## config.mk

```make
export PLATFORM = sky130hd
export DESIGN_NAME = rhse_mulmod
export DESIGN_NICKNAME = d
export VERILOG_FILES = /design/src/sv/rhse_pkg.sv /design/src/sv/rhse_mulmod.sv
export SDC_FILE = /design/constraint.sdc
export NUM_CORES = 1
export LEC_CHECK = 0
export BUFFER_PORTS_ARGS = -buffer_cell sky130_fd_sc_hd__buf_2
export CORE_AREA = 2 2 526 267
export DETAILED_ROUTE_END_ITERATION = 12
export DIE_AREA = 0 0 528 269
export HOLD_SLACK_MARGIN = 0.12
export PLACE_DENSITY = 0.56
export SETUP_SLACK_MARGIN = 0.2
export SLEW_MARGIN = 40
export SYNTH_ARGS = -nofsm -noshare
export SYNTH_HDL_FRONTEND = slang
export SYNTH_SLANG_ARGS = --single-unit
```

## constraint.sdc

```tcl
create_clock -name clk -period 5.5 [get_ports clk]
set_input_delay 1.1 -clock clk [delete_from_list [all_inputs] [get_ports clk]]
set_output_delay 1.1 -clock clk [all_outputs]
set_load 0.01 [all_outputs]
```

## src/sv/rhse_pkg.sv

```systemverilog
`timescale 1ns / 1ps
// Shared constants, types and moduli for the substring hash engine.
// No dependencies; every other file of the block imports this package.
package rhse_pkg;

    // Longest string the prefix store can hold.
    localparam int MAX_LEN = 4096;
    localparam int LEN_W = $clog2(MAX_LEN + 1);

    // Field widths of the channels.
    localparam int ACT_W = 2;
    localparam int LETTER_W = 5;
    localparam int POS_W = 13;
    localparam int STATUS_W = 2;
    localparam int HASH_W = 30;

    // Arithmetic width: three times the largest modulus still fits.
    localparam int ACC_W = 32;
    localparam int NUM_MOD = 3;
    localparam int LANES = 2 * NUM_MOD;
    localparam int CNT_W = $clog2(HASH_W);

    localparam logic [ACC_W-1:0] PRIMES [NUM_MOD] = '{
        32'd998244353,
        32'd1000000007,
        32'd1000000009
    };

    localparam logic [HASH_W-1:0] BASE_RESET = 30'd233;

    // Action codes.
    localparam logic [ACT_W-1:0] ACT_APPEND = 2'd0;
    localparam logic [ACT_W-1:0] ACT_CLEAR = 2'd1;
    localparam logic [ACT_W-1:0] ACT_QUERY = 2'd2;

    // Status codes.
    localparam logic [STATUS_W-1:0] ST_OK = 2'd0;
    localparam logic [STATUS_W-1:0] ST_RANGE = 2'd1;
    localparam logic [STATUS_W-1:0] ST_FULL = 2'd2;

    typedef logic [HASH_W-1:0] hash_t;
    typedef logic [LEN_W-1:0] len_t;
    // One memory word: the three residues, modulus k at bits [k*HASH_W +: HASH_W].
    typedef logic [NUM_MOD*HASH_W-1:0] triple_t;
    typedef hash_t [LANES-1:0] lane_vec_t;

endpackage

```

## src/sv/rhse_mulmod.sv

```systemverilog
`timescale 1ns / 1ps
// Six-lane bit-serial modular multiplier, one multiplier bit per cycle.
// Depends on rhse_pkg; lane i reduces modulo PRIMES[i % NUM_MOD].
module rhse_mulmod (
    input  logic                clk,
    input  logic                rst_n,
    input  logic                start,
    input  rhse_pkg::lane_vec_t op_a,
    input  rhse_pkg::lane_vec_t op_b,
    output logic                done,
    output rhse_pkg::lane_vec_t product
);
    import rhse_pkg::*;

    logic             busy_reg, busy_next;
    logic             done_reg, done_next;
    logic [CNT_W-1:0] cnt_reg, cnt_next;
    lane_vec_t        a_reg;
    lane_vec_t        b_reg, b_next;
    lane_vec_t        acc_reg, acc_next;
    logic             last_step;

    assign last_step = (cnt_reg == CNT_W'(HASH_W - 1));

    // Horner step, MSB first: acc = 2*acc + bit*a, then fold back below p.
    // With acc and a below p the sum stays below 3p.
    always_comb
    begin : lane_step
        logic [ACC_W-1:0] p;
        logic [ACC_W-1:0] p2;
        logic [ACC_W-1:0] t;
        for (int i = 0; i < LANES; i++)
        begin
            p = PRIMES[i % NUM_MOD];
            p2 = {p[ACC_W-2:0], 1'b0};
            t = ACC_W'({acc_reg[i], 1'b0})
                + (b_reg[i][HASH_W-1] ? ACC_W'(a_reg[i]) : '0);
            if (t >= p2)
            begin
                acc_next[i] = HASH_W'(t - p2);
            end
            else if (t >= p)
            begin
                acc_next[i] = HASH_W'(t - p);
            end
            else
            begin
                acc_next[i] = HASH_W'(t);
            end
            b_next[i] = {b_reg[i][HASH_W-2:0], 1'b0};
        end
    end

    always_comb
    begin
        busy_next = busy_reg;
        cnt_next = cnt_reg;
        done_next = 1'b0;
        if (start)
        begin
            busy_next = 1'b1;
            cnt_next = '0;
        end
        else if (busy_reg)
        begin
            cnt_next = cnt_reg + CNT_W'(1);
            if (last_step)
            begin
                busy_next = 1'b0;
                done_next = 1'b1;
            end
        end
    end

    always_ff @(posedge clk or negedge rst_n)
    begin
        if (!rst_n)
        begin
            busy_reg <= 1'b0;
            done_reg <= 1'b0;
            cnt_reg <= '0;
        end
        else
        begin
            busy_reg <= busy_next;
            done_reg <= done_next;
            cnt_reg <= cnt_next;
        end
    end

    always_ff @(posedge clk)
    begin
        if (start)
        begin
            a_reg <= op_a;
            b_reg <= op_b;
            acc_reg <= '0;
        end
        else if (busy_reg)
        begin
            b_reg <= b_next;
            acc_reg <= acc_next;
        end
    end

    assign done = done_reg;
    assign product = acc_reg;

endmodule

```

; Word level (Yosys, flattened, before mapping)
; Cells that the tools add are included.
[op_classes]
addsub = 19
magnitude_cmp = 12
eq_ne = 1
mux = 28
n_reduce_logical = 1
[op_table]
columns = operator, n
row1 = 30-bit two-way mux, 18
row2 = 180-bit two-way mux, 2
row3 = 30-bit subtractor (second input constant), 12
row4 = 31-bit by 30-bit adder with 32-bit output, 6
row5 = 32-bit by 30-bit greater-or-equal comparator with 1-bit output (second input constant), 6
row6 = 32-bit by 31-bit greater-or-equal comparator with 1-bit output (second input constant), 6
row7 = 5-bit two-way mux, 2
row8 = 1-bit two-way mux, 6
row9 = 5-bit by 1-bit adder with 5-bit output (second input constant), 1
row10 = 5-bit equality test (second input constant), 1
row11 = 2-bit nonzero test, 1
[totals]
register_bits = 547
input_bits = 363
out_inout_bits = 181
elab_cells = 82

; Longest topological paths before layout
[depth]
word_depth = 5
ltp_mapped = 20
mapped_depth_nobuf = 16

; Worst setup path before layout
; No wires, ideal clock.
[synth_timing]
path_type = input to register
startpoint = input start
endpoint = register b_reg (netlist bit b_next[100]), enable pin
setup_time_ps = 533
arrival_ps = 5110
path_slack_ps = -143
path_stages = 4
path_buffers = 2
cell_sequence = clkbuf_1 nor2_1 clkbuf_1 inv_1
[synth_between]
elab_chain_len = 1
[synth_lines]
columns = element, line
row1 = from (decl), rhse_mulmod.sv:7  ; input logic start,
row2 = 2-bit nonzero test (no line), -
row3 = to (signal assigned), rhse_mulmod.sv:96  ; b_reg <= op_b;
row4 = to (signal assigned), rhse_mulmod.sv:101  ; b_reg <= b_next;
row5 = to (decl), rhse_mulmod.sv:19  ; lane_vec_t b_reg, b_next;
; No other way between the ends.
; A chain may end at the register's enable or synchronous reset.

; Worst setup path after layout
[layout_timing]
startpoint = register b_reg[29] (netlist name)
endpoint = register acc_reg (netlist bit product[15])
[layout_between]
elab_chain_len = 5
[layout_lines]
columns = element, line
row1 = 30-bit two-way mux *, rhse_mulmod.sv:37  ; + (b_reg[i][HASH_W-1] ? ACC_W'(a_reg[i]) : '0);
row2 = 31-bit by 30-bit adder with 32-bit output *, rhse_mulmod.sv:37
row3 = 30-bit subtractor or 32-bit by 30-bit greater-or-equal comparator with 1-bit output (tied branches), "rhse_mulmod.sv:44, rhse_mulmod.sv:42"
row4 = 30-bit two-way mux, rhse_mulmod.sv:42  ; else if (t >= p)
row5 = 30-bit two-way mux *, rhse_mulmod.sv:38  ; if (t >= p2)
row6 = to (signal assigned), rhse_mulmod.sv:102  ; acc_reg <= acc_next;
row7 = to (decl), rhse_mulmod.sv:20  ; lane_vec_t acc_reg, acc_next;
; Every way passes the cells marked *; elsewhere a longest branch is shown, timed or not.

==> results.txt <==
time the final worst path needs with I/O delays and setup -> 5.08 ns
number of synthesized flops with an enable pin -> 360
DR pass1 iterations -> 6
final wirelength -> 162 mm
CP startpoint kind -> register
detailed-route wire length per cell -> 23.2 um
CP cell instances -> buf_6 -> and2_1 -> ha_2 -> a21oi_1 -> o21ai_0 -> a211oi_2 -> nor3b_1 -> or3_1 -> xor2_1 -> nand3_1 -> a211o_1 -> a21oi_1 -> buf_4 -> o211ai_1 -> xnor2_2 -> a211oi_2
Routed Antenna Nets -> 0
Synth Area in Adders -> 6.47%
antenna violations before repair -> 14
area enclosed by the die boundary -> 0.142 mm2
Post-Synth Simple-Gate Area -> 20.4%
row count -> 97
worst clock skew on the final layout -> 0.0350 ns
die boundary width -> 528 um
total gr overflow -> 0
Std-Cell Core Area -> 0.138 mm2
total routing usage reported by global routing -> 21.8%
vias in the first global route -> 35900
worst slack after detailed placement -> 0.100 ns
setup_tns -> 0 ns
Final Cycle Share -> 92.4%
detailed placement HPWL -> 125 mm
area of the multi-input gates -> 0.0253 mm2
power density of the placed cells -> 478 mW/mm2
signed area change from the synthesized netlist to the final layout -> 20.1%
crit path capture type -> register
normalized max-slew margin -> 40.0%
top area cells in the synthesized netlist -> edfxtp_1 26%, dfxtp_1 8.8%, ha_1 6.2%
synthesized instance count -> 4522
highest-count cells in the layout ignoring fill and taps -> 542 x buf_2, 392 x nand2_1, 360 x edfxtp_1
Iteration-0 DRC Markers -> 4246
endpoints failing hold -> 0
GPL Wtd Cong -> 0.958
Synth Area in XOR/XNOR -> 3.81%
summed instance area of the synthesized netlist -> 0.0409 mm2
DRC -> 0
run status -> complete, no violations
net count after synthesis -> 5093
area share of the largest cell type after synthesis -> 26.4%
warning count from the yosys run -> 0
Worst Path Max Fanout -> 24
flop and latch count out of synthesis -> 547
Synth Area in Compound Gates -> 24.3%
Syn Area/Cell -> 9.05 um2
top-level port count -> 544
Vert. Die Dim -> 269 um
biggest area consumer among synthesized cells -> edfxtp_1
PnR worst setup slack -> 0.418 ns
number of sinks on the clock net -> 547
via count -> 39900
proportion of synthesized flip-flops having asynchronous set or reset -> 1.28%
total of hold buffers inserted after clock tree synthesis -> 0
Starting Density -> 29.6%
leakage power summed over all cells -> 19.9 nW
standard cell with the maximum stage delay on the critical path -> edfxtp_1
source-to-sink clock delay at the later pin of the worst-skew pair -> 0.69 ns
max-cap check violation count -> 0
pin count of the biggest net entering global routing -> 150
CTS H-Tree Depth -> 2
Power Total -> 23.5 mW
count of nets after finishing -> 5659
share of synthesized area occupied by flip-flops and latches -> 35.7%
Main synth FF type -> edfxtp_1
Fmax -> 197 MHz
final-layout fill cell count -> 14200
worst supply voltage drop on vdd -> 0.000288 V
count of buffers inserted at the top-level ports -> 543
CTS tree -> done
maximum clock insertion buffer count -> 3
Critical Path RT -> 6.04 ns
clock root buffer -> clkbuf_16
RSZ-0062 raised after global routing -> yes
most frequent standard cell in the layout excluding fill and tap cells -> buf_2
peak per-stage delay on the critical path -> 0.51 ns
worst endpoint data arrival time -> 5.62 ns
worst-case hold slack -> 0.252 ns
Register Area -> 0.0146 mm2
detail-routed via count per cell -> 5.72
worst setup path class -> register to register
path type of the worst min-delay path -> input pin to asynchronous set/reset pin
post-CTS clock slew at the launch and capture registers of the worst setup and hold paths -> 0.07 ns
share of final-layout standard cells stronger than drive strength 1 -> 23.1%
transition time at the pin with the least slew margin -> 0.891 ns
distinct cell type count of the synthesized netlist -> 112
wire length of the first global-routing pass -> 237 mm
combinational family with the most area after synthesis -> compound AO/OA/AOI/OAI gates
final count of negative-setup-slack endpoints -> 0
multiplexer fraction of the synthesized cell area -> 5.99%
pins over their slew limit -> 0
number of buffers added by the clock tree synthesis step -> 58
report_power, final:
group / switching (mW) / internal [mW] / leakage [nW] / total [mW]
combinational: 8.13 / 4.89 / 13.6 / 13.0
sequential: 0.822 / 5.15 / 5.26 / 5.97
clock: 2.00 / 2.47 / 0.985 / 4.47
worst max-delay path: cells and delay by family (launching register included):
kind	cells	cell delay (ns)
buf+inv	2	0.44
fa+ha+maj	1	0.35
compound gates	7	2.02
simple gates	4	0.89
xor+xnor	2	0.71
flops	1	0.51
synthesized netlist by cell type, types with 63 or more instances:
master / n
xor2_1: 63
a21oi_1: 278
and2_1: 247
xnor2_1: 115
inv_1: 99
nand2_1: 393
o211ai_1: 73
nand4_1: 73
mux2_2: 182
edfxtp_1: 360
o21ai_0: 231
dfxtp_1: 180
and3_1: 65
nor2_1: 318
a211oi_1: 98
ha_1: 202
clkbuf_1: 190
nand3_1: 134
a21o_1: 98
nor3_1: 96
stage by stage:
step | std cells | utilization [%] | instance area, um2
2_1_floorplan | 4522 | - | 40900
3_3_place_gp | 6845 | 33.6 | 46500
3_5_place_dp | 6845 | 33.7 | 46500
4_1_cts | 6955 | 35.2 | 48600
5_1_grt | 6971 | 35.5 | 49100
6_report | 6974 | 35.6 | 49100
routing by layer:
layer	share of wire, %	track usage, %
met5	0.027	0
met3	12	6.16
met1	51	35.9
met4	1.3	3.03
met2	36	26.8
area by class of cell:
cell class,count,area share [%]
inverter,99,0.769
sequential,547,29.7
antenna,5,0.0255
clock buffer,70,3.09
tap,1831,4.67
clock inverter,40,1.12
multi-input combinational,3633,51.6
timing repair buffer,749,9.01
repair_timing:
action,4_1_cts,5_1_grt
buffers inserted,0,12
endpoints found under the setup margin,9,139
gates resized for setup,5,83
pin swaps,0,12
final timing paths:
kind | start | to | slack [ns] | depth (start not counted)
hold / removal | rst_n | cnt_reg[2]$_DFFE_PN0P_ | 0.25 | 1
setup reg to reg | b_reg[29]$_DFFE_PP_ | product[15]$_SDFFE_PP0P_ | 0.42 | 16
setup / recovery | b_reg[29]$_DFFE_PP_ | product[15]$_SDFFE_PP0P_ | 0.42 | 16
min in group clk | product[88]$_SDFFE_PP0P_ | product[88]$_SDFFE_PP0P_ | 0.48 | 2
max in group asynchronous | rst_n | busy_reg$_DFF_PN0_ | 5.04 | 1
hold reg to reg | product[88]$_SDFFE_PP0P_ | product[88]$_SDFFE_PP0P_ | 0.48 | 2
cells by family after synthesis:
family,Yosys count
muxes,222
adders and majority gates,208
and+or+nand+nor,1617
xor gates and xnor gates,178
AOI/OAI and AO/OA,1408
buffers and inverters,342
DFF,547
Note: power is estimated with default switching activity, not from simulation.
